**config.mk**
```make
export PLATFORM = sky130hd
export DESIGN_NAME = drcp_queue
export DESIGN_NICKNAME = d
export VERILOG_FILES = /design/src/hw/rtl/drcp_pkg.sv /design/src/hw/rtl/drcp_queue.sv
export SDC_FILE = /design/constraint.sdc
export NUM_CORES = 1
export LEC_CHECK = 0
export ABC_AREA = 1
export BUFFER_PORTS_ARGS = -buffer_cell sky130_fd_sc_hd__buf_4
export CAP_MARGIN = 10
export CORE_ASPECT_RATIO = 0.9
export CORE_MARGIN = 2
export CORE_UTILIZATION = 47
export CTS_CLUSTER_DIAMETER = 60
export CTS_CLUSTER_SIZE = 14
export DETAILED_ROUTE_END_ITERATION = 7
export GPL_TIMING_DRIVEN = 0
export MAX_ROUTING_LAYER = met4
export PLACE_DENSITY_LB_ADDON = 0.05
export SLEW_MARGIN = 20
export SYNTH_ARGS = -nofsm -noshare
export SYNTH_HDL_FRONTEND = slang
export SYNTH_SLANG_ARGS = --single-unit
```
**constraint.sdc**
```tcl
create_clock -name clock -period 2.8 [get_ports clock]
set_input_delay 0.84 -clock clock [delete_from_list [all_inputs] [get_ports clock]]
set_output_delay 0.84 -clock clock [all_outputs]
set_load 0.05 [all_outputs]
```
**src/hw/rtl/drcp_pkg.sv**
```systemverilog
// Shared types and constants of the delta-rule choice block.
// Depends on nothing; imported by every module of the block.
`timescale 1ns / 1ps

package drcp_pkg;

   // Configuration register map
   localparam int CSR_IDX_W  = 2;
   localparam int CSR_DATA_W = 32;
   localparam logic [CSR_IDX_W-1:0] CSR_INIT_A   = 2'd0;
   localparam logic [CSR_IDX_W-1:0] CSR_INIT_B   = 2'd1;
   localparam logic [CSR_IDX_W-1:0] CSR_RATE     = 2'd2;
   localparam logic [CSR_IDX_W-1:0] CSR_INV_TEMP = 2'd3;

   localparam int FIELD_W = 32;  // reward and value ports, Q16.16
   localparam int RATE_W  = 17;  // Q1.16, one point zero is RATE_ONE
   localparam int TEMP_W  = 24;  // Q8.16
   localparam int PROB_W  = 16;  // Q0.16

   localparam logic [RATE_W-1:0] RATE_ONE       = 17'd65536;
   localparam logic [TEMP_W-1:0] INV_TEMP_RESET = 24'd65536;

   // Value difference is clamped to +-2^38 and carried in CLAMP_W bits
   localparam int CLAMP_W = 40;
   localparam int LOGIT_W = 48;

   // Piecewise-linear logistic knees on |x|, Q16.16
   localparam logic [LOGIT_W-1:0] KNEE_ONE  = 48'd65536;
   localparam logic [LOGIT_W-1:0] KNEE_TWO  = 48'd155648;
   localparam logic [LOGIT_W-1:0] KNEE_FIVE = 48'd327680;
   localparam logic [16:0] OFFSET_ONE   = 17'd32768;
   localparam logic [16:0] OFFSET_TWO   = 17'd40960;
   localparam logic [16:0] OFFSET_THREE = 17'd55296;
   localparam logic [16:0] PROB_UNITY   = 17'd65536;
   localparam logic [16:0] PROB_MAX     = 17'd65535;

   localparam int QUEUE_DEPTH = 2;
   localparam int QPTR_W      = $clog2(QUEUE_DEPTH);
   localparam int QCNT_W      = $clog2(QUEUE_DEPTH + 1);

   typedef struct packed {
      logic empty;
      logic full;
   } q_status_type;

   typedef enum logic [1:0] {
      BACK_IDLE,
      BACK_UPDATE,
      BACK_SCALE,
      BACK_EMIT
   } back_state_type;

   function automatic logic [PROB_W-1:0] logistic_q16(input logic signed [LOGIT_W-1:0] x);
      logic [LOGIT_W-1:0] ax;
      logic [16:0] y;
      ax = x[LOGIT_W-1] ? LOGIT_W'(-x) : LOGIT_W'(x);
      if (ax < KNEE_ONE) begin
         y = 17'(ax >> 2) + OFFSET_ONE;
      end else if (ax < KNEE_TWO) begin
         y = 17'(ax >> 3) + OFFSET_TWO;
      end else if (ax < KNEE_FIVE) begin
         y = 17'(ax >> 5) + OFFSET_THREE;
      end else begin
         y = PROB_UNITY;
      end
      if (x[LOGIT_W-1]) begin
         y = PROB_UNITY - y;
      end
      if (y > PROB_MAX) begin
         y = PROB_MAX;
      end
      return y[PROB_W-1:0];
   endfunction

endpackage

```
**src/hw/rtl/drcp_queue.sv**
```systemverilog
// Short register queue between the front and back ends.
// Depends on drcp_pkg for depth and status type.
`timescale 1ns / 1ps

module drcp_queue #(
   parameter int WIDTH = 34
) (
   input  logic                     clock,
   input  logic                     reset,
   input  logic                     push,
   input  logic [WIDTH-1:0]         push_data,
   input  logic                     pop,
   output logic [WIDTH-1:0]         pop_data,
   output drcp_pkg::q_status_type   status
);
   import drcp_pkg::*;

   logic [WIDTH-1:0]  entry_ff [QUEUE_DEPTH];
   logic [QPTR_W-1:0] wr_ptr_ff, wr_ptr_in;
   logic [QPTR_W-1:0] rd_ptr_ff, rd_ptr_in;
   logic [QCNT_W-1:0] count_ff, count_in;
   logic              do_push, do_pop;

   assign status.empty = (count_ff == '0);
   assign status.full  = (count_ff == QCNT_W'(QUEUE_DEPTH));
   assign do_push      = push && !status.full;
   assign do_pop       = pop && !status.empty;
   assign pop_data     = entry_ff[rd_ptr_ff];

   always_comb begin
      wr_ptr_in = wr_ptr_ff;
      rd_ptr_in = rd_ptr_ff;
      count_in  = count_ff;
      if (do_push) begin
         wr_ptr_in = (wr_ptr_ff == QPTR_W'(QUEUE_DEPTH - 1)) ? '0 : wr_ptr_ff + 1'b1;
      end
      if (do_pop) begin
         rd_ptr_in = (rd_ptr_ff == QPTR_W'(QUEUE_DEPTH - 1)) ? '0 : rd_ptr_ff + 1'b1;
      end
      case ({do_push, do_pop})
         2'b10:   count_in = count_ff + 1'b1;
         2'b01:   count_in = count_ff - 1'b1;
         default: count_in = count_ff;
      endcase
   end

   always_ff @(posedge clock) begin
      if (reset) begin
         wr_ptr_ff <= '0;
         rd_ptr_ff <= '0;
         count_ff  <= '0;
      end else begin
         wr_ptr_ff <= wr_ptr_in;
         rd_ptr_ff <= rd_ptr_in;
         count_ff  <= count_in;
      end
   end

   always_ff @(posedge clock) begin
      if (do_push) begin
         entry_ff[wr_ptr_ff] <= push_data;
      end
   end

endmodule

```
# --- Word level (Yosys, flattened, before mapping) ---
# Memories as Yosys holds them, arrays and structs flattened. A register that Yosys moved wholly into a read port is not among the register bits.
# Index checks and enable logic that the tools add are counted.
op_classes:
  addsub: 4
  mul: 0
  div: 0
  order_cmp: 0
  n_eq_ne: 3
  shift: 0
  muxes: 7
  bitwise: 0
  n_reduce_logical: 6
op_table:
  columns: ["operator", "n"]
  rows:
  - ["$mux 1", 6]
  - ["$eq 2x2->1 const B", 2]
  - ["$pmux 2 s2", 1]
  - ["$add 1x1->1 const B", 2]
  - ["$add 2x1->2 const B", 1]
  - ["$eq 2x1->1 const B", 1]
  - ["$logic_and 1x1->1", 2]
  - ["$logic_not 1->1", 2]
  - ["$logic_not 2->1", 1]
  - ["$reduce_bool 2->1", 1]
  - ["$sub 2x1->2 const B", 1]
totals:
  regBits: 4
  latch_bits: 0
  ram_bits: 68
  romBits: 0
  elab_cells: 24
  n_memories: 1
memory_table:
  columns: ["name", "depth", "word_bits", "read_ports", "rd_ports_with_merged_regs", "wr", "line_no", "rtl"]
  rows:
  - ["entry_ff", 2, 34, 1, 1, 1, "drcp_queue.sv:18", "logic [WIDTH-1:0] entry_ff [QUEUE_DEPTH];"]

# --- Logic depth before layout (Yosys ltp) ---
depth:
  ltp_word: 5
  ltp_mapped: 10
  depth_no_buf: 10

# --- Worst setup path after synthesis ---
# Ideal clock, no wire load.
synth_path:
  path_type: "in2reg"
  start: "input port push"
  end: "memory entry_ff[0][0] (enable)"
  setup_ns: 0.425
  t_arrival_ns: 2.529
  required_ns: 2.375
  path_slack_ns: -0.154
  cell_stages: 4
  n_path_buf: 0
  path_cell_list: "inv_1 -> nor2_1 -> inv_1 -> nor2_1"
synth_via:
  elab_chain_cells: 3
synth_rtl:
  columns: ["item", "line_no", "rtl"]
  rows:
  - ["from (decl)", "drcp_queue.sv:10", "input logic push,"]
  - ["$logic_and 1x1->1", "drcp_queue.sv:26", "assign do_push = push && !status.full;"]
  - ["$mux 1", "drcp_queue.sv:60", "if (do_push) begin"]
  - ["$mux 1 (not written as such)", "drcp_queue.sv:61", "entry_ff[wr_ptr_ff] <= push_data;"]
  - ["to (decl)", "drcp_queue.sv:18", null]
# Every way passes these cells.

==> results_dict.tcl <==
set metrics [dict create \
    status "finished clean" \
    comb_power_share_pct 34.9 \
    synth_area_per_cell_um2 19.55 \
    muxShareOfSynthArea_pct 17.36 \
    grt_pass1_vias 1593 \
    max_freq_mhz 434.0 \
    yosysTopAreaCell "edfxtp_1" \
    grt_max_degree 35 \
    numPortBuffers 73 \
    core_area_um2 5758 \
    post_cts_buffers 0 \
    worstPathMaxFanout 10 \
    h-tree-depth 3 \
    synth_top_family_by_area "multiplexers" \
    required_ns 1.96 \
    yosysUniqueCellTypes 13 \
    hold_viol 0 \
    hold_path_class "flop to flop" \
    wl_mm 4.485 \
    synth_top_cell_area_share_pct 71.55 \
    peakVddDrop_mv 0.5368 \
    maxCapViolCount 0 \
    antenna_found_initial 0 \
    synthToLayoutAreaGrowth_pct 29.46 \
    end_kind "output pin" \
    drive_gt1_share_pct 52.97 \
    track_usage_pct 15.13 \
    die_x_um 86.14 \
    cts_sinks 73 \
    cts-buffers-inserted 9 \
    p_int_uw 2131 \
    fin_hold_ws_ns 0.5147 \
    synthSimpleGateAreaFrac_pct 3.113 \
    path_class "flop to output pin" \
    layout.cells.non_filler 306 \
    antenna_cells 0 \
    synthTopCellsByArea "edfxtp_1, mux2_4, dfxtp_1" \
    p_switching_uw 1043 \
    fin_skew_ns 0.004492 \
    fin_crit_ns 2.304 \
    pin_count 74 \
    switching_share_pct 32.86 \
    grt_setup_unrepaired "no" \
    tightest_slew_ns 0.7661 \
    synth_cells 146 \
    powerDensity_nw_per_um2 858.9 \
    gp_congestion 0.7101 \
    viasPerCell 4.827 \
    sequentialPowerShare_pct 43.3 \
    die_area_um2 6712 \
    post-place-ws_ns 0.5213 \
    ctsHoldBuffers 0 \
    syn_area_um2 2854 \
    start_kind "flop" \
    die_h_um 77.93 \
    fin_ws_ns 0.4960 \
    grt.overflow.total 0 \
    cts_tree "done" \
    post-route-util_pct 64.17 \
    drt.antenna.violating_nets 0 \
    post-route-period-util_pct 82.28 \
    cts_resized 0 \
    final_nets 270 \
    pwr-share-clk_pct 21.9 \
    slew-limit-headroom_pct 48.93 \
    place_hpwl_mm 3.164 \
    drt-wirelength-per-cell_um 14.66 \
    ys_warn_count 0 \
    via_count 1477 \
    drv_slew 0 \
    drt_iter0_drc 82 \
    clk_latency_ns 0.33 \
    crit_arrival_ns 1.46 \
    synth_adder_area_share_pct 0.4384 \
    path_clk_slew_ns 0.06 \
    seq_area_frac_synth_pct 75.05 \
    synth_compound_area_share_pct 0.3507 \
    synth_fp_nets 185 \
    drc_errors 0 \
    firstDrtPassIters 4 \
    initial_core_util_pct 49.57 \
    cts-root-buf "clkbuf_8" \
    cts.path.max_buffers 2 \
    placed_cells 290 \
    final-setup-viol-count 0 \
    p_leak_uw 0.001487 \
    ys_seq_elements 73 \
    rows 26 \
    synth_xor_xnor_area_share_pct 0 \
    grt_pass1_wl_mm 7.072 \
]
[registers in the layout, summed over array words and instances, names as in the netlist, named ones only]
name,cells
count_ff,2
entry_ff,68
rd_ptr_ff,1
wr_ptr_ff,1
[critical path, cell delays in order, from the launching register on]
cell	delay, ns
dfxtp_1	0.32
buf_6	0.15
buf_12	0.16
mux2_4	0.31
buf_4	0.19
[cell usage after synthesis (all sizes together)]
cell	count
dfxtp	5
edfxtp	68
ha	1
nand4	1
o21ai	1
mux2	34
buf	4
inv	9
nand2	8
a21oi	1
nor2	14
[cells by family (layout without fill, tap and decap cells)]
logic type               after synthesis  after routing
AND/OR/NAND/NOR                       23             23
buffers and inverters                 13            103
multiplexers                          34             34
flip-flops                            73             73
AO/OA/AOI/OAI                          2              2
adder cells (fa/ha/maj)                1              1
[metrics by stage]
| step | TNS, ns | power [µW] | instance area [µm²] |
|---|---|---|---|
| floorplan | 0 | 2217 | 2856 |
| global placement | -2.603 | 2464 | 3492 |
| detailed placement | 0 | 2514 | 3525 |
| CTS | 0 | 3209 | 3695 |
| global route | 0 | 3310 | 3695 |
| finish | 0 | 3174 | 3695 |
[power groups by stage]
stage | Combinational (µW) | Sequential [µW] | Clock (µW)
finish | 1110 | 1370 | 694
global placement | 1070 | 1390 | 0
floorplan | 831 | 1390 | 0
detailed placement | 1120 | 1400 | 0
global route | 1160 | 1380 | 769
CTS | 1120 | 1380 | 716
[layout make-up]
cell class / instances / area [µm²]
tap: 70 / 87.58
sequential: 73 / 2142
fill: 407 / 2063
timing repair buffer: 74 / 575.6
inverter: 9 / 33.78
multi-input combinational: 60 / 614.3
clock inverter: 1 / 3.754
buffer: 4 / 71.32
clock buffer: 15 / 166.4
[metal layers]
| metal | global-route usage [%] | vias up | wire length (µm) |
|---|---|---|---|
| met1 | 13.44 | 712 | 1590 |
| met2 | 26.36 | 52 | 2520 |
| met5 | - | - | 0 |
| li1 | - | 707 | - |
| met4 | 6.349 | 0 | 70 |
| met3 | 8.085 | 6 | 303 |
[path summary, 6_finish.rpt]
path / cells past startpoint / slack (ns) / start / end
worst min register to register: 2 / 0.51 / rd_ptr_ff / flop
worst max register to register: 5 / 1.01 / count_ff[0] / entry_ff[0][32]
worst max-delay path: 4 / 0.50 / flop / pop_data[10]
worst min-delay path: 2 / 0.51 / rd_ptr_ff / flop
[cell usage in the layout, fill, tap and decap left out]
cell | netlist | routed
buf_4 | 0 | 73
edfxtp_1 | 68 | 68
mux2_4 | 30 | 30
nor2_1 | 14 | 13
clkbuf_8 | 0 | 11
inv_1 | 9 | 8
nand2_1 | 8 | 8
dfxtp_1 | 5 | 5
mux2_2 | 4 | 4
clkbuf_1 | 0 | 4
buf_12 | 3 | 3
buf_6 | 1 | 1
inv_2 | 0 | 1
nor2_4 | 0 | 1
o21ai_0 | 1 | 1
a21oi_1 | 1 | 1
nand4_1 | 1 | 1
ha_1 | 1 | 1
clkinv_1 | 0 | 1
buf_16 | 0 | 1
No activity file was read; power rests on OpenSTA's default activity.
