## config.mk

```make
export PLATFORM = sky130hd
export DESIGN_NAME = drcp_front
export DESIGN_NICKNAME = d
export VERILOG_FILES = /design/src/hw/rtl/drcp_pkg.sv /design/src/hw/rtl/drcp_front.sv
export SDC_FILE = /design/constraint.sdc
export NUM_CORES = 1
export LEC_CHECK = 0
export BUFFER_PORTS_ARGS = -buffer_cell sky130_fd_sc_hd__buf_2
export CAP_MARGIN = 40
export CORE_MARGIN = 3
export CORE_UTILIZATION = 48
export DETAILED_ROUTE_END_ITERATION = 10
export PLACE_DENSITY = 0.94
export SYNTH_ARGS = -nofsm -noshare
export SYNTH_HDL_FRONTEND = slang
export SYNTH_SLANG_ARGS = --single-unit
```

## constraint.sdc

```tcl
create_clock -name clock -period 3.5 [get_ports clock]
set_input_delay 0.175 -clock clock [delete_from_list [all_inputs] [get_ports clock]]
set_output_delay 0.175 -clock clock [all_outputs]
set_load 0.005 [all_outputs]
```

## src/hw/rtl/drcp_pkg.sv

```systemverilog
// Shared types and constants of the delta-rule choice block.
// Depends on nothing; imported by every module of the block.
`timescale 1ns / 1ps

package drcp_pkg;

   // Configuration register map
   localparam int CSR_IDX_W  = 2;
   localparam int CSR_DATA_W = 32;
   localparam logic [CSR_IDX_W-1:0] CSR_INIT_A   = 2'd0;
   localparam logic [CSR_IDX_W-1:0] CSR_INIT_B   = 2'd1;
   localparam logic [CSR_IDX_W-1:0] CSR_RATE     = 2'd2;
   localparam logic [CSR_IDX_W-1:0] CSR_INV_TEMP = 2'd3;

   localparam int FIELD_W = 32;  // reward and value ports, Q16.16
   localparam int RATE_W  = 17;  // Q1.16, one point zero is RATE_ONE
   localparam int TEMP_W  = 24;  // Q8.16
   localparam int PROB_W  = 16;  // Q0.16

   localparam logic [RATE_W-1:0] RATE_ONE       = 17'd65536;
   localparam logic [TEMP_W-1:0] INV_TEMP_RESET = 24'd65536;

   // Value difference is clamped to +-2^38 and carried in CLAMP_W bits
   localparam int CLAMP_W = 40;
   localparam int LOGIT_W = 48;

   // Piecewise-linear logistic knees on |x|, Q16.16
   localparam logic [LOGIT_W-1:0] KNEE_ONE  = 48'd65536;
   localparam logic [LOGIT_W-1:0] KNEE_TWO  = 48'd155648;
   localparam logic [LOGIT_W-1:0] KNEE_FIVE = 48'd327680;
   localparam logic [16:0] OFFSET_ONE   = 17'd32768;
   localparam logic [16:0] OFFSET_TWO   = 17'd40960;
   localparam logic [16:0] OFFSET_THREE = 17'd55296;
   localparam logic [16:0] PROB_UNITY   = 17'd65536;
   localparam logic [16:0] PROB_MAX     = 17'd65535;

   localparam int QUEUE_DEPTH = 2;
   localparam int QPTR_W      = $clog2(QUEUE_DEPTH);
   localparam int QCNT_W      = $clog2(QUEUE_DEPTH + 1);

   typedef struct packed {
      logic empty;
      logic full;
   } q_status_type;

   typedef enum logic [1:0] {
      BACK_IDLE,
      BACK_UPDATE,
      BACK_SCALE,
      BACK_EMIT
   } back_state_type;

   function automatic logic [PROB_W-1:0] logistic_q16(input logic signed [LOGIT_W-1:0] x);
      logic [LOGIT_W-1:0] ax;
      logic [16:0] y;
      ax = x[LOGIT_W-1] ? LOGIT_W'(-x) : LOGIT_W'(x);
      if (ax < KNEE_ONE) begin
         y = 17'(ax >> 2) + OFFSET_ONE;
      end else if (ax < KNEE_TWO) begin
         y = 17'(ax >> 3) + OFFSET_TWO;
      end else if (ax < KNEE_FIVE) begin
         y = 17'(ax >> 5) + OFFSET_THREE;
      end else begin
         y = PROB_UNITY;
      end
      if (x[LOGIT_W-1]) begin
         y = PROB_UNITY - y;
      end
      if (y > PROB_MAX) begin
         y = PROB_MAX;
      end
      return y[PROB_W-1:0];
   endfunction

endpackage

```

## src/hw/rtl/drcp_front.sv

```systemverilog
// Front end: configuration registers, request acceptance and classification.
// Depends on drcp_pkg; feeds drcp_queue.
`timescale 1ns / 1ps

module drcp_front #(
   parameter int VALUE_WIDTH = 32
) (
   input  logic                                  clock,
   input  logic                                  reset,
   input  logic                                  req_valid,
   output logic                                  req_stall,
   input  logic                                  req_first_trial,
   input  logic                                  req_chose_b,
   input  logic signed [drcp_pkg::FIELD_W-1:0]   req_reward_value,
   input  logic                                  csr_wr_en,
   input  logic [drcp_pkg::CSR_IDX_W-1:0]        csr_index,
   input  logic [drcp_pkg::CSR_DATA_W-1:0]       csr_wdata,
   input  drcp_pkg::q_status_type                q_status,
   output logic                                  q_push,
   output logic [VALUE_WIDTH+1:0]                q_push_data,
   output logic signed [VALUE_WIDTH-1:0]         init_a_sat,
   output logic signed [VALUE_WIDTH-1:0]         init_b_sat,
   output logic [drcp_pkg::RATE_W-1:0]           rate_eff,
   output logic signed [drcp_pkg::TEMP_W-1:0]    inv_temp
);
   import drcp_pkg::*;

   localparam logic signed [63:0] SAT_HI = (64'sd1 <<< (VALUE_WIDTH - 1)) - 64'sd1;
   localparam logic signed [63:0] SAT_LO = -SAT_HI - 64'sd1;

   logic signed [FIELD_W-1:0] init_a_ff, init_a_in;
   logic signed [FIELD_W-1:0] init_b_ff, init_b_in;
   logic [RATE_W-1:0]         rate_ff, rate_in;
   logic signed [TEMP_W-1:0]  temp_ff, temp_in;

   // Clamp a 32-bit word into the signed range of the stored values
   function automatic logic signed [VALUE_WIDTH-1:0] sat_word(input logic signed [31:0] x);
      logic signed [63:0] xw;
      xw = 64'(x);
      if (VALUE_WIDTH >= 32) begin
         return VALUE_WIDTH'(x);
      end else if (xw > SAT_HI) begin
         return VALUE_WIDTH'(SAT_HI);
      end else if (xw < SAT_LO) begin
         return VALUE_WIDTH'(SAT_LO);
      end
      return VALUE_WIDTH'(x);
   endfunction

   always_comb begin
      init_a_in = init_a_ff;
      init_b_in = init_b_ff;
      rate_in   = rate_ff;
      temp_in   = temp_ff;
      if (csr_wr_en) begin
         unique case (csr_index)
            CSR_INIT_A:   init_a_in = $signed(csr_wdata[FIELD_W-1:0]);
            CSR_INIT_B:   init_b_in = $signed(csr_wdata[FIELD_W-1:0]);
            CSR_RATE:     rate_in   = csr_wdata[RATE_W-1:0];
            CSR_INV_TEMP: temp_in   = $signed(csr_wdata[TEMP_W-1:0]);
            default:      rate_in   = rate_ff;
         endcase
      end
   end

   always_ff @(posedge clock) begin
      if (reset) begin
         init_a_ff <= '0;
         init_b_ff <= '0;
         rate_ff   <= '0;
         temp_ff   <= $signed(INV_TEMP_RESET);
      end else begin
         init_a_ff <= init_a_in;
         init_b_ff <= init_b_in;
         rate_ff   <= rate_in;
         temp_ff   <= temp_in;
      end
   end

   assign init_a_sat = sat_word(init_a_ff);
   assign init_b_sat = sat_word(init_b_ff);
   assign rate_eff   = (rate_ff > RATE_ONE) ? RATE_ONE : rate_ff;
   assign inv_temp   = temp_ff;

   // Hold the requester off only while the queue has no room
   assign req_stall   = q_status.full;
   assign q_push      = req_valid && !q_status.full;
   assign q_push_data = {req_first_trial, req_chose_b, sat_word(req_reward_value)};

endmodule

```

## Yosys cells after proc, flatten, opt, wreduce, memory -nomap -nowiden

Index checks and enable logic that the tools add are counted.

| word-level totals | value |
|---|---|
| output and inout port bits | 141 |
| flip-flop bits (word level) | 105 |
| input port bits | 74 |
| word-level logic and storage cells | 16 |

| operators by class | value |
|---|---|
| muxes and demuxes | 1 |
| reductions and logical operators | 7 |
| equality and inequality tests | 3 |
| order comparisons | 1 |

Operator list:

| operator | count |
|---|---|
| > comparator 17 bit (second input constant) | 1 |
| 2-to-1 mux 17 bit | 1 |
| AND reduction 2 bit | 4 |
| equality test 2 bit (second input constant) | 2 |
| equality test 2 x 1 -> 1 bit (second input constant) | 1 |
| zero test 2 bit | 1 |
| logical AND 1 bit | 1 |
| zero test 1 bit | 1 |

## Logic depth before layout (Yosys ltp)

| depth | value |
|---|---|
| depth in word-level cells | 2 |
| depth in mapped cells | 5 |
| gate-level depth less buffers | 3 |

## Least setup slack after synthesis

No wires, ideal clock.

| timing | value |
|---|---|
| path kind | reg2out |
| start | register rate_ff[16] |
| end | output rate_eff[10] (netlist bit) |
| path buffers | 0 |
| required time | 3.325 ns |
| stages on the path, launching flop included | 4 |
| arrival | 1.120 ns |
| setup slack | 2.205 ns |
| cell sequence | dfxtp_1 -> inv_1 -> a41oi_1 -> and2b_1 |

| between the ends | value |
|---|---|
| word-level cells in the longest chain between the ends | 2 |

RTL lines:

| element | line | text |
|---|---|---|
| start, declared | drcp_front.sv:33 | `logic [RATE_W-1:0] rate_ff, rate_in;` |
| start signal, assigned | drcp_front.sv:75 | `rate_ff <= rate_in;` |
| > comparator 17 bit | drcp_front.sv:82 | `assign rate_eff = (rate_ff > RATE_ONE) ? RATE_ONE : rate_ff;` |
| 2-to-1 mux 17 bit | drcp_front.sv:82 |  |
| end, declared | drcp_front.sv:23 | `output logic [drcp_pkg::RATE_W-1:0] rate_eff,` |

Every way passes these cells.

## Worst setup path after layout

| timing | value |
|---|---|
| start | register rate_ff[16] |
| end | output rate_eff[11] (netlist bit) |

The elaborated chain is that of the path after synthesis.

==> flow_summary.ini <==
[run_status]
status = complete, no violations

[yosys]
synthMuxAreaShare_pct = 0
synth_compound_area_share_pct = 13.0
synth.yosys.seq_area_share_pct = 51.6
yosys.area_share.xor_xnor_pct = 0
avgSynthCellArea_um2 = 7.82
yosys_warnings = 0
syn_nets = 595
syn_area_um2 = 4070
synthAdderAreaFrac_pct = 0
synthSimpleGateAreaFrac_pct = 24.5
synth_top_family_by_area = simple AND/OR/NAND/NOR gates
synth-seq-cells = 105
synthCells = 521
ys_types = 18

[sta]
max_slew_margin_pct = 52.4
fmax_ghz = 0.489
worst_pin_slew_ps = 711
hold_violations = 0
finalCritPeriodShare_pct = 58.4
fin_setup_tns_ps = 0
rsz0062_at_grt = false
period_minus_slack_ps = 2040
finalSetupViolations = 0
fin_worst_skew_ps = 0
report.final.slew_viol_count = 0
setup_ws_ps = 1460

[global_routing]
grt_pass1_wl_um = 17800
grt_max_degree = 68
grt_pass1_vias = 3755
track_usage_pct = 22.6
antenna_found_initial = 0
grt_overflow = 0

[finish]
drive_above_1_share_pct = 27.0
finalNonFillerCells = 721
fillCellCount = 719
layout.cells.most_common = nand2_1
final_core_util_pct = 60.7
area_growth_pct = 18.8
mostFrequentLayoutCells = 210 x nand2_1, 144 x buf_2, 105 x dfxtp_1, 104 x a21oi_1, 11 x nor2b_1
final_net_count = 688
diodes = 0

[die]
initial_core_util_pct = 51.1
dieArea_um2 = 9630
die_w_um = 98.1
fp.coreArea_um2 = 7970
die_h_um = 98.1
boundaryPins = 215
rows = 32

[critical_path]
worst-setup-path-type = reg -> out
crit_chain = inv_1 -> a41oi_1 -> and2b_1 -> buf_2
cpPeakStageDelay_ps = 550
slowest_stage = a41oi_1
path_buf_inv = 2
startpoint_type = register
worstPathMaxFanout = 10
arrival_ps = 1870
crit_required_ps = 3320
path_delay_family = compound AO/OA/AOI/OAI gates
end_kind = output port

[detailed_routing]
ant_nets = 0
drc_errors = 0
vias = 3680
routedWlPerCell_um = 15.3
detail_route.vias_per_cell = 5.10
firstDrtPassIters = 5
wirelength_um = 11000
drt-initial-drc-count = 136

[clock_tree]
cts.root.buffer_cell = clkbuf_8
numCtsBuffers = 9
hold_buffers = 0
postCtsSetupBuffers = 0
cts_resized = 0
cts_tree = done
clock-sinks = 105
clk_latency_ps = 340
clkTransAtPathRegs_ps = 90
clockBufferDepth = 2
htreeDepth = 3

[pwr]
p_total_uw = 2340
peakVddDrop_mv = 0.331
leakage_uw = 0.00216
powerDensity_nw_per_um2 = 483

[hold_path]
hp-class = in -> reg

[placed_design]
dp.cells = 705
gp_congestion = 0.799
pre_cts_slack_ps = 1820
hpwl_um = 8000
port_buffers = 145

[run]
maxCapViolations = 0
==> cell families after synthesis <==
| logic type | count (synthesis) |
|---|---|
| AND/OR/NAND/NOR | 240 |
| flip-flops | 105 |
| AO/OA/AOI/OAI | 105 |
| buffers and inverters | 71 |
==> power breakdown <==
group	switching, µW	total (µW)	leakage [µW]	internal (µW)
Clock	393	869	0.000118	477
Sequential	21.9	1260	0.000853	1230
Combinational	125	210	0.00119	84.6
Total	540	2340	0.00216	1790
==> synthesized netlist by cell type, drive strengths merged <==
library cell / count / share of area, %
and3: 1 / 0.15
and2b: 6 / 1.1
a41oi: 1 / 0.22
dfxtp: 105 / 52
nor2b: 11 / 1.7
clkbuf: 15 / 1.4
buf: 55 / 9.4
nand2: 210 / 19
and3b: 2 / 0.43
nand3: 1 / 0.12
a21oi: 104 / 13
or3b: 1 / 0.22
nor4: 4 / 0.61
nor3b: 1 / 0.31
inv: 1 / 0.092
nand3b: 3 / 0.55
==> layer usage <==
metal  wire [µm]  GRT usage (%)  vias to the layer above  part of all wire (%)
met3         970           7.00                       26                   8.8
met5           0              0                        -                     0
met4         173           9.05                        0                   1.6
li1            -              -                     1814                     -
met2        5340           38.4                      162                    48
met1        4540           26.6                     1678                    41
==> worst register-to-register path: stages, from the launching register on <==
cell and delay [ps]:
dfxtp_1 530, nand2_1 90, a21oi_1 150
==> path summary, 6_finish.rpt <==
kind / startpoint / end / slack [ps] / cells past startpoint
max: rate_ff[16]$_SDFFE_PP0P_ / rate_eff[11] / 1460 / 4
min: csr_wdata[26] / init_a_sat[26]$_SDFFE_PP0P_ / 70 / 3
max reg2reg: rate_ff[16]$_SDFFE_PP0P_ / rate_ff[16]$_SDFFE_PP0P_ / 2670 / 2
min reg2reg: init_b_sat[26]$_SDFFE_PP0P_ / init_b_sat[26]$_SDFFE_PP0P_ / 460 / 2
==> flip-flops by register name (all words and copies together), names as in the netlist <==
signal	flops
init_a_sat	32
init_b_sat	32
inv_temp	24
rate_ff	17
==> per-stage QoR <==
| stage | cell area (µm²) | hold slack (ps) |
|---|---|---|
| 6_report | 4840 | 68.7 |
| 5_1_grt | 4840 | 45.6 |
| 4_1_cts | 4840 | 52.9 |
| 3_5_place_dp | 4600 | 350 |
| 3_3_place_gp | 4520 | 350 |
| 2_1_floorplan | 4070 | 296 |
==> cell type report <==
class	count	area [µm²]	area share [%]
clock inverter	5	104	2.15
sequential	105	2100	43.4
multi-input combinational	345	1540	31.7
timing repair buffer	152	836	17.3
tap	102	128	2.64
clock buffer	11	131	2.71
inverter	1	3.75	0.0776
Note: power is estimated with default switching activity, not from simulation.
