`src/hw/rtl/drcp_pkg.sv`:
```
// Shared types and constants of the delta-rule choice block.
// Depends on nothing; imported by every module of the block.
`timescale 1ns / 1ps

package drcp_pkg;

   // Configuration register map
   localparam int CSR_IDX_W  = 2;
   localparam int CSR_DATA_W = 32;
   localparam logic [CSR_IDX_W-1:0] CSR_INIT_A   = 2'd0;
   localparam logic [CSR_IDX_W-1:0] CSR_INIT_B   = 2'd1;
   localparam logic [CSR_IDX_W-1:0] CSR_RATE     = 2'd2;
   localparam logic [CSR_IDX_W-1:0] CSR_INV_TEMP = 2'd3;

   localparam int FIELD_W = 32;  // reward and value ports, Q16.16
   localparam int RATE_W  = 17;  // Q1.16, one point zero is RATE_ONE
   localparam int TEMP_W  = 24;  // Q8.16
   localparam int PROB_W  = 16;  // Q0.16

   localparam logic [RATE_W-1:0] RATE_ONE       = 17'd65536;
   localparam logic [TEMP_W-1:0] INV_TEMP_RESET = 24'd65536;

   // Value difference is clamped to +-2^38 and carried in CLAMP_W bits
   localparam int CLAMP_W = 40;
   localparam int LOGIT_W = 48;

   // Piecewise-linear logistic knees on |x|, Q16.16
   localparam logic [LOGIT_W-1:0] KNEE_ONE  = 48'd65536;
   localparam logic [LOGIT_W-1:0] KNEE_TWO  = 48'd155648;
   localparam logic [LOGIT_W-1:0] KNEE_FIVE = 48'd327680;
   localparam logic [16:0] OFFSET_ONE   = 17'd32768;
   localparam logic [16:0] OFFSET_TWO   = 17'd40960;
   localparam logic [16:0] OFFSET_THREE = 17'd55296;
   localparam logic [16:0] PROB_UNITY   = 17'd65536;
   localparam logic [16:0] PROB_MAX     = 17'd65535;

   localparam int QUEUE_DEPTH = 2;
   localparam int QPTR_W      = $clog2(QUEUE_DEPTH);
   localparam int QCNT_W      = $clog2(QUEUE_DEPTH + 1);

   typedef struct packed {
      logic empty;
      logic full;
   } q_status_type;

   typedef enum logic [1:0] {
      BACK_IDLE,
      BACK_UPDATE,
      BACK_SCALE,
      BACK_EMIT
   } back_state_type;

   function automatic logic [PROB_W-1:0] logistic_q16(input logic signed [LOGIT_W-1:0] x);
      logic [LOGIT_W-1:0] ax;
      logic [16:0] y;
      ax = x[LOGIT_W-1] ? LOGIT_W'(-x) : LOGIT_W'(x);
      if (ax < KNEE_ONE) begin
         y = 17'(ax >> 2) + OFFSET_ONE;
      end else if (ax < KNEE_TWO) begin
         y = 17'(ax >> 3) + OFFSET_TWO;
      end else if (ax < KNEE_FIVE) begin
         y = 17'(ax >> 5) + OFFSET_THREE;
      end else begin
         y = PROB_UNITY;
      end
      if (x[LOGIT_W-1]) begin
         y = PROB_UNITY - y;
      end
      if (y > PROB_MAX) begin
         y = PROB_MAX;
      end
      return y[PROB_W-1:0];
   endfunction

endpackage

```
`src/hw/rtl/drcp_back.sv`:
```
// Back end: value update, logistic choice probability and response register.
// Depends on drcp_pkg; drains drcp_queue.
`timescale 1ns / 1ps

module drcp_back #(
   parameter int VALUE_WIDTH = 32
) (
   input  logic                                  clock,
   input  logic                                  reset,
   input  drcp_pkg::q_status_type                q_status,
   output logic                                  q_pop,
   input  logic [VALUE_WIDTH+1:0]                q_pop_data,
   input  logic signed [VALUE_WIDTH-1:0]         init_a_sat,
   input  logic signed [VALUE_WIDTH-1:0]         init_b_sat,
   input  logic [drcp_pkg::RATE_W-1:0]           rate_eff,
   input  logic signed [drcp_pkg::TEMP_W-1:0]    inv_temp,
   output logic                                  rsp_valid,
   input  logic                                  rsp_stall,
   output logic [drcp_pkg::PROB_W-1:0]           rsp_prob_b,
   output logic signed [drcp_pkg::FIELD_W-1:0]   rsp_value_a_out,
   output logic signed [drcp_pkg::FIELD_W-1:0]   rsp_value_b_out
);
   import drcp_pkg::*;

   localparam int DW  = VALUE_WIDTH + 1;     // reward minus value
   localparam int HW  = DW - 16;             // integer part of the step
   localparam int PHW = HW + RATE_W + 1;
   localparam int PLW = 16 + RATE_W;
   localparam int NW  = PHW + 1;
   localparam int EW  = (DW > CLAMP_W) ? DW : CLAMP_W;
   localparam int XLW = TEMP_W + 17;
   localparam logic signed [EW-1:0] DIFF_HI = EW'(64'sd1 <<< 38);
   localparam logic signed [EW-1:0] DIFF_LO = -DIFF_HI;

   back_state_type state_ff, state_in;

   logic signed [VALUE_WIDTH-1:0] value_a_ff, value_a_in;
   logic signed [VALUE_WIDTH-1:0] value_b_ff, value_b_in;
   logic signed [VALUE_WIDTH-1:0] base_a_ff, base_a_in;
   logic signed [VALUE_WIDTH-1:0] base_b_ff, base_b_in;
   logic signed [VALUE_WIDTH-1:0] v_ff, v_in;
   logic                          chose_b_ff, chose_b_in;
   logic signed [PHW-1:0]         prod_hi_ff, prod_hi_in;
   logic [PLW-1:0]                prod_lo_ff, prod_lo_in;
   logic signed [LOGIT_W-1:0]     xp_hi_ff, xp_hi_in;
   logic signed [XLW-1:0]         xp_lo_ff, xp_lo_in;
   logic                          rsp_valid_ff, rsp_valid_in;
   logic [PROB_W-1:0]             prob_ff;
   logic signed [FIELD_W-1:0]     out_a_ff, out_b_ff;

   logic                          load_mul, write_val, load_x, load_rsp, rsp_free;
   logic                          item_first, item_chose_b;
   logic signed [VALUE_WIDTH-1:0] item_reward;
   logic signed [DW-1:0]          step;
   logic signed [NW-1:0]          new_value_w;
   logic signed [VALUE_WIDTH-1:0] new_value;
   logic signed [EW-1:0]          diff_e;
   logic signed [CLAMP_W-1:0]     diff_c;
   logic signed [LOGIT_W-1:0]     logit;

   assign item_first   = q_pop_data[VALUE_WIDTH+1];
   assign item_chose_b = q_pop_data[VALUE_WIDTH];
   assign item_reward  = $signed(q_pop_data[VALUE_WIDTH-1:0]);
   assign rsp_free     = !rsp_valid_ff || !rsp_stall;

   // Next state
   always_comb begin
      state_in = state_ff;
      unique case (state_ff)
         BACK_IDLE:   if (!q_status.empty) state_in = BACK_UPDATE;
         BACK_UPDATE: state_in = BACK_SCALE;
         BACK_SCALE:  state_in = BACK_EMIT;
         BACK_EMIT:   if (rsp_free) state_in = BACK_IDLE;
         default:     state_in = BACK_IDLE;
      endcase
   end

   // Strobes
   always_comb begin
      load_mul  = 1'b0;
      write_val = 1'b0;
      load_x    = 1'b0;
      load_rsp  = 1'b0;
      unique case (state_ff)
         BACK_IDLE:   load_mul  = !q_status.empty;
         BACK_UPDATE: write_val = 1'b1;
         BACK_SCALE:  load_x    = 1'b1;
         BACK_EMIT:   load_rsp  = rsp_free;
         default:     load_mul  = 1'b0;
      endcase
   end

   assign q_pop = load_mul;

   // Step one: reload on a first trial, split the step into two partial products
   always_comb begin
      base_a_in  = item_first ? init_a_sat : value_a_ff;
      base_b_in  = item_first ? init_b_sat : value_b_ff;
      chose_b_in = item_chose_b;
      v_in       = item_chose_b ? base_b_in : base_a_in;
      step       = DW'(item_reward) - DW'(v_in);
      prod_hi_in = $signed(step[DW-1:16]) * $signed({1'b0, rate_eff});
      prod_lo_in = step[15:0] * rate_eff;
   end

   // Step two: new value lies between old value and reward, so no overflow
   always_comb begin
      new_value_w = NW'(v_ff) + NW'(prod_hi_ff) + NW'($signed({1'b0, prod_lo_ff[PLW-1:16]}));
      new_value   = new_value_w[VALUE_WIDTH-1:0];
      value_a_in  = chose_b_ff ? base_a_ff : new_value;
      value_b_in  = chose_b_ff ? new_value : base_b_ff;
   end

   // Step three: clamp the difference and scale by the inverse temperature
   always_comb begin
      diff_e = EW'(value_b_ff) - EW'(value_a_ff);
      if (diff_e > DIFF_HI) begin
         diff_c = CLAMP_W'(DIFF_HI);
      end else if (diff_e < DIFF_LO) begin
         diff_c = CLAMP_W'(DIFF_LO);
      end else begin
         diff_c = CLAMP_W'(diff_e);
      end
      xp_hi_in = inv_temp * $signed(diff_c[CLAMP_W-1:16]);
      xp_lo_in = inv_temp * $signed({1'b0, diff_c[15:0]});
   end

   // Step four: Q16.16 logit and its logistic
   assign logit = xp_hi_ff + LOGIT_W'(xp_lo_ff >>> 16);

   assign rsp_valid_in = load_rsp ? 1'b1 : (rsp_valid_ff && rsp_stall);

   always_ff @(posedge clock) begin
      if (reset) begin
         state_ff     <= BACK_IDLE;
         value_a_ff   <= '0;
         value_b_ff   <= '0;
         rsp_valid_ff <= 1'b0;
      end else begin
         state_ff     <= state_in;
         rsp_valid_ff <= rsp_valid_in;
         if (write_val) begin
            value_a_ff <= value_a_in;
            value_b_ff <= value_b_in;
         end
      end
   end

   always_ff @(posedge clock) begin
      if (load_mul) begin
         base_a_ff  <= base_a_in;
         base_b_ff  <= base_b_in;
         v_ff       <= v_in;
         chose_b_ff <= chose_b_in;
         prod_hi_ff <= prod_hi_in;
         prod_lo_ff <= prod_lo_in;
      end
      if (load_x) begin
         xp_hi_ff <= xp_hi_in;
         xp_lo_ff <= xp_lo_in;
      end
      if (load_rsp) begin
         prob_ff  <= logistic_q16(logit);
         out_a_ff <= FIELD_W'(value_a_ff);
         out_b_ff <= FIELD_W'(value_b_ff);
      end
   end

   assign rsp_valid       = rsp_valid_ff;
   assign rsp_prob_b      = prob_ff;
   assign rsp_value_a_out = out_a_ff;
   assign rsp_value_b_out = out_b_ff;

endmodule

```
`config.mk`:
```
export PLATFORM = sky130hd
export DESIGN_NAME = drcp_back
export DESIGN_NICKNAME = d
export VERILOG_FILES = /design/src/hw/rtl/drcp_pkg.sv /design/src/hw/rtl/drcp_back.sv
export SDC_FILE = /design/constraint.sdc
export NUM_CORES = 2
export LEC_CHECK = 0
export ABC_AREA = 1
export ABC_CLOCK_PERIOD_IN_PS = 31800
export CAP_MARGIN = 10
export CORE_ASPECT_RATIO = 0.9
export CORE_MARGIN = 2
export CORE_UTILIZATION = 25
export DETAILED_ROUTE_END_ITERATION = 8
export DONT_BUFFER_PORTS = 1
export GPL_TIMING_DRIVEN = 0
export PLACE_DENSITY = 0.35
export SLEW_MARGIN = 10
export SYNTH_ARGS = -nofsm -noshare
export SYNTH_HDL_FRONTEND = slang
export SYNTH_SLANG_ARGS = --single-unit
```
`constraint.sdc`:
```
create_clock -name clock -period 31.8 [get_ports clock]
set_clock_uncertainty 0.1 [all_clocks]
set_input_delay 6.36 -clock clock [delete_from_list [all_inputs] [get_ports clock]]
set_output_delay 6.36 -clock clock [all_outputs]
set_load 0.01 [all_outputs]
```
# Word-level counts from Yosys, hierarchy flattened
# Cells that the tools add are included.
[word_totals] ff_bits=398 latchBits=0 mem_bits_rw=0 mem_bits_ro=0 in_bits=144 output_inout_bits=82 elab_cells=69 n_memories=0
[op_classes] add_sub_neg=10 mul=4 div_mod_pow=0 magnitude_cmp=6 eq_ne=5 n_shift=0 n_mux=22 bitwise=0 reduce_logical=7
[ops] operator="$mux W32" n=5
[ops] operator="$mux W17" n=6
[ops] operator="$mux W40" n=2
[ops] operator="$sub A32 B32 Y33" n=2
[ops] operator="$add A17 B16 Y17 const B" n=3
[ops] operator="$add A48 B25 Y48" n=1
[ops] operator="$lt A48 B17 Y1 const B" n=1
[ops] operator="$lt A48 B18 Y1 const B" n=1
[ops] operator="$lt A48 B19 Y1 const B" n=1
[ops] operator="$mul A24 B24 Y48" n=1
[ops] operator="$mux W48" n=1
[ops] operator="$neg A48 Y48" n=1
[ops] operator="$mul A24 B17 Y41" n=1
[ops] operator="$gt A33 B40 Y1 const B" n=1
[ops] operator="$lt A33 B39 Y1 const B" n=1
[ops] operator="$mul A16 B17 Y33" n=1
[ops] operator="$add A32 B18 Y32" n=1
[ops] operator="$add A32 B32 Y32" n=1
[ops] operator="$mul A17 B18 Y32" n=1
[ops] operator="$gt A17 B16 Y1 const B" n=1
[ops] operator="$sub A17 B17 Y17 const A" n=1
[ops] operator="$pmux W2 S4" n=1
[ops] operator="$mux W1" n=5
[ops] operator="$eq A2 B2 Y1 const B" n=2
[ops] operator="other kinds (8)" n=12

# Logic depth before layout (Yosys ltp)
[logic_depth] ltp_word=12 depth_mapped=60

# Worst setup path after synthesis
# No wires, ideal clock.
[synth_path] kind="input to output" start="in q_status[1] (netlist bit)" end="out q_pop" t_arrival_ns=12.500 path_slack_ns=12.840 stages=1 n_path_buf=0 cell_sequence="nor2_1"
[synth_between] elab_chain_len=2
[synth_rtl] item="start: declaration" line_no="drcp_back.sv:10" rtl="input drcp_pkg::q_status_type q_status,"
[synth_rtl] item="$logic_not A1 Y1" line_no="drcp_back.sv:85" rtl="BACK_IDLE: load_mul = !q_status.empty;"
[synth_rtl] item="$mux W1" line_no="drcp_back.sv:84" rtl="unique case (state_ff)"
[synth_rtl] item="end: declaration" line_no="drcp_back.sv:11" rtl="output logic q_pop,"
# No other way between the ends.

# Worst setup path after layout
[layout_path] start="in q_pop_data[33]" end="reg prod_hi_ff[31] (data pin)"
[layout_between] elab_chain_len=4 word_cells_on_any_way=5 cone_classes="add/sub (1); mul (1); mux (3)"
[layout_rtl] item="start: declaration" line_no="drcp_back.sv:12" rtl="input logic [VALUE_WIDTH+1:0] q_pop_data,"
[layout_rtl] item="$mux W32" line_no="drcp_back.sv:98" rtl="base_b_in = item_first ? init_b_sat : value_b_ff;"
[layout_rtl] item="named net base_b_in[2]" line_no="drcp_back.sv:40" rtl="logic signed [VALUE_WIDTH-1:0] base_b_ff, base_b_in;"
[layout_rtl] item="$mux W32" line_no="drcp_back.sv:100" rtl="v_in = item_chose_b ? base_b_in : base_a_in;"
[layout_rtl] item="$sub A32 B32 Y33" line_no="drcp_back.sv:101" rtl="step = DW'(item_reward) - DW'(v_in);"
[layout_rtl] item="$mul A17 B18 Y32" line_no="drcp_back.sv:102" rtl="prod_hi_in = $signed(step[DW-1:16]) * $signed({1'b0, rate_eff});"
[layout_rtl] item="named net prod_hi_in[31]" line_no="drcp_back.sv:43" rtl="logic signed [PHW-1:0] prod_hi_ff, prod_hi_in;"
[layout_rtl] item="end signal: assignment" line_no="drcp_back.sv:155" rtl="prod_hi_ff <= prod_hi_in;"
[layout_rtl] item="end: declaration" line_no="drcp_back.sv:43"
# The timed path passes the listed nets, and every way through them passes these cells.
# A chain may end at the register's enable or synchronous reset.

==> results.py <==
metrics = {
    "timing": {
        "finalHoldViolations": 0,
        "fin_crit_sh_pct": 64.07,
        "slew_headroom_pct": 11.72,
        "maxSlewViolCount": 0,
        "rsz0062_at_grt": "no",
        "setup_ws_ps": 11430,
        "fmax_mhz": 49.08,
        "worst_pin_slew_ps": 1324,
        "final.min_clock_period_ps": 20370,
        "tns_ps": 0,
        "finalSetupViolCount": 0,
    },
    "cts": {
        "clk_pin_slew_ps": 60,
        "cts_sinks": 366,
        "ctsResizeCount": 0,
        "clk_latency_ps": 710,
        "cts.htree.levels": 2,
        "clockBufferDepth": 3,
        "clockRootBuffer": "clkbuf_16",
        "cts_tree": "yes",
        "cts_buffers": 47,
        "cts_setup_buffers": 0,
        "cts_hold_buf": 0,
    },
    "route": {
        "routed-wl-met3_um": 14370,
        "vias": 58330,
        "drc": 0,
        "wirelength_um": 292200,
        "drt_iter0_markers": 4177,
        "routed-wl-met2_um": 131400,
        "m1WireLength_um": 139400,
        "drtPass1Iterations": 7,
        "ant_nets": 0,
        "via_per_inst": 4.440,
        "routed.top_layer": "met5",
        "detail_route.wl_per_cell_um": 22.24,
    },
    "setup_path": {
        "cp_max_fo": 10,
        "cp-end-kind": "flip-flop",
        "critPathLaunchType": "primary input",
        "cpMostUsedCell": "o21ai_0",
        "critPathSlowestCell": "xnor2_1",
        "cp.arrival_ps": 20700,
        "cpPeakStageDelay_ps": 970,
        "required_ps": 32130,
        "critical_path_class": "in -> reg",
    },
    "logic_synthesis": {
        "netlist_area_um2": 75040,
        "syn_inst": 9087,
        "synth_edf_count": 299,
        "synth_ff_type": "edfxtp_1",
        "synth_top_area_cell": "fa_1",
        "yosys_warnings": 0,
        "synth_top_area_share_pct": 37.70,
        "synth-seq-area-share_pct": 13.75,
        "ys_seq_elements": 366,
        "synth_top_cells_by_area": "fa_1, edfxtp_1, ha_1, nand2_1, inv_1",
        "avgSynthCellArea_um2": 8.258,
        "ys_types": 53,
        "synthArstFlopShare_pct": 0,
        "synth_nets": 11260,
    },
    "floorplanning": {
        "io_pins": 226,
        "core_um2": 298100,
        "dieArea_um2": 304600,
        "dieHeight_um": 523.8,
        "start_util_pct": 25.17,
        "die_x_um": 581.5,
        "rows": 190,
    },
    "grt": {
        "grt_pass1_wl_um": 431000,
        "grt_overflow": 0,
        "grt_max_degree": 58,
        "grt_antenna_before_repair": 29,
        "grt_usage_pct": 19.47,
        "grt_pass1_vias": 61620,
    },
    "final_layout": {
        "n_fill_cell": 32740,
        "multiInputGateArea_um2": 55830,
        "layout_commonest_cell": "nand2_1",
        "area_growth_pct": 9.306,
        "ff_latch_area_um2": 10320,
        "nets": 11330,
        "layout_common_cells": "nand2_1, inv_1, fa_1",
        "drive_above_1_share_pct": 3.634,
    },
    "status": {
        "status": "finished clean",
    },
    "place": {
        "io_buffers": 0,
        "gp_congestion": 0.9065,
        "place_ws_ps": 10740,
        "dp_hpwl_um": 251800,
    },
    "job": {
        "cap_violations": 0,
    },
    "worst_hold_path": {
        "holdCritPathClass": "reg -> reg",
    },
}
## critical path: cells and delay by family
family,cells,cell delay (ps)
buffers and inverters,9,1940
AO/OA/AOI/OAI,22,6200
AND/OR/NAND/NOR,7,700
XOR/XNOR,5,1630
adder cells (fa/ha/maj),8,3800
## flip-flops by register name, indices dropped and copies added, names as in the netlist
name / count
rsp_valid: 1
xp_hi_ff: 48
chose_b_ff: 1
base_a_ff: 32
prod_lo_ff: 17
value_a_ff: 32
base_b_ff: 32
v_ff: 32
rsp_value_b_out: 32
value_b_ff: 32
state_ff: 2
rsp_prob_b: 16
prod_hi_ff: 32
xp_lo_ff: 25
rsp_value_a_out: 32
## metrics by stage
step	util [%]	std cells	hold WS (ps)	cell area, um2
4_1_cts	27.51	13130	359.3	82000
6_report	27.51	13140	360.1	82020
3_5_place_dp	26.96	13040	346.4	80380
2_1_floorplan	-	9087	308.2	75040
5_1_grt	27.51	13130	366.5	82010
3_3_place_gp	26.82	13020	343.2	79960
## cell type report
class	instances	share of cell area [%]
Antenna cell	10	0.03051
Buffer	291	1.452
Tap cell	3936	6.004
Clock buffer	69	1.660
Sequential cell	366	12.58
Timing Repair Buffer	16	0.4119
Inverter	2071	9.478
Multi-Input combinational cell	6359	68.07
Clock inverter	19	0.3158
## Yosys cell counts, types with 6 or more instances
cell type	count
nand2_1	2039
inv_1	2015
fa_1	1413
nor2_1	897
ha_1	620
a21oi_1	345
edfxtp_1	299
clkbuf_1	253
o21ai_0	230
nand3_1	179
xor2_1	132
xnor2_1	94
or2_2	81
dfxtp_1	67
nand4_1	54
nand2_2	40
inv_2	29
clkinv_1	27
nand3b_1	21
nor2_2	21
nor3_1	20
a31oi_1	19
o211ai_1	17
a21boi_0	15
buf_1	15
a21o_1	14
o21bai_1	14
buf_2	11
nor2_4	11
o21a_1	11
a211oi_1	10
nand3_2	10
o221ai_1	8
nand2_4	6
## final timing paths
path,start,to,slack [ps],cells past startpoint
hold / removal,value_a_ff[29]$_SDFFE_PP0N_,rsp_value_a_out[29]$_DFFE_PP_,360,0
setup reg to reg,value_a_ff[1]$_SDFFE_PP0N_,prod_hi_ff[31]$_DFFE_PP_,17800,48
hold reg to reg,value_a_ff[29]$_SDFFE_PP0N_,rsp_value_a_out[29]$_DFFE_PP_,360,0
setup / recovery,q_pop_data[33],prod_hi_ff[31]$_DFFE_PP_,11430,51
## per-layer routing
layer	track usage (%)	up-vias
met2	31.46	1392
met1	27.76	29420
li1	-	27280
met3	2.472	233
met4	4.079	8
met5	0	-
## logic make-up after synthesis
| family | synth area share [%] |
|---|---|
| flip-flops | 13.75 |
| XOR/XNOR | 2.668 |
| buffers and inverters | 11.94 |
| adder cells (fa/ha/maj) | 48.03 |
| AND/OR/NAND/NOR | 18.45 |
| AO/OA/AOI/OAI | 5.159 |
Power is left out: the tool's default activity adds up to more than one toggle a clock period on the data nets, which glitch-free logic cannot reach.
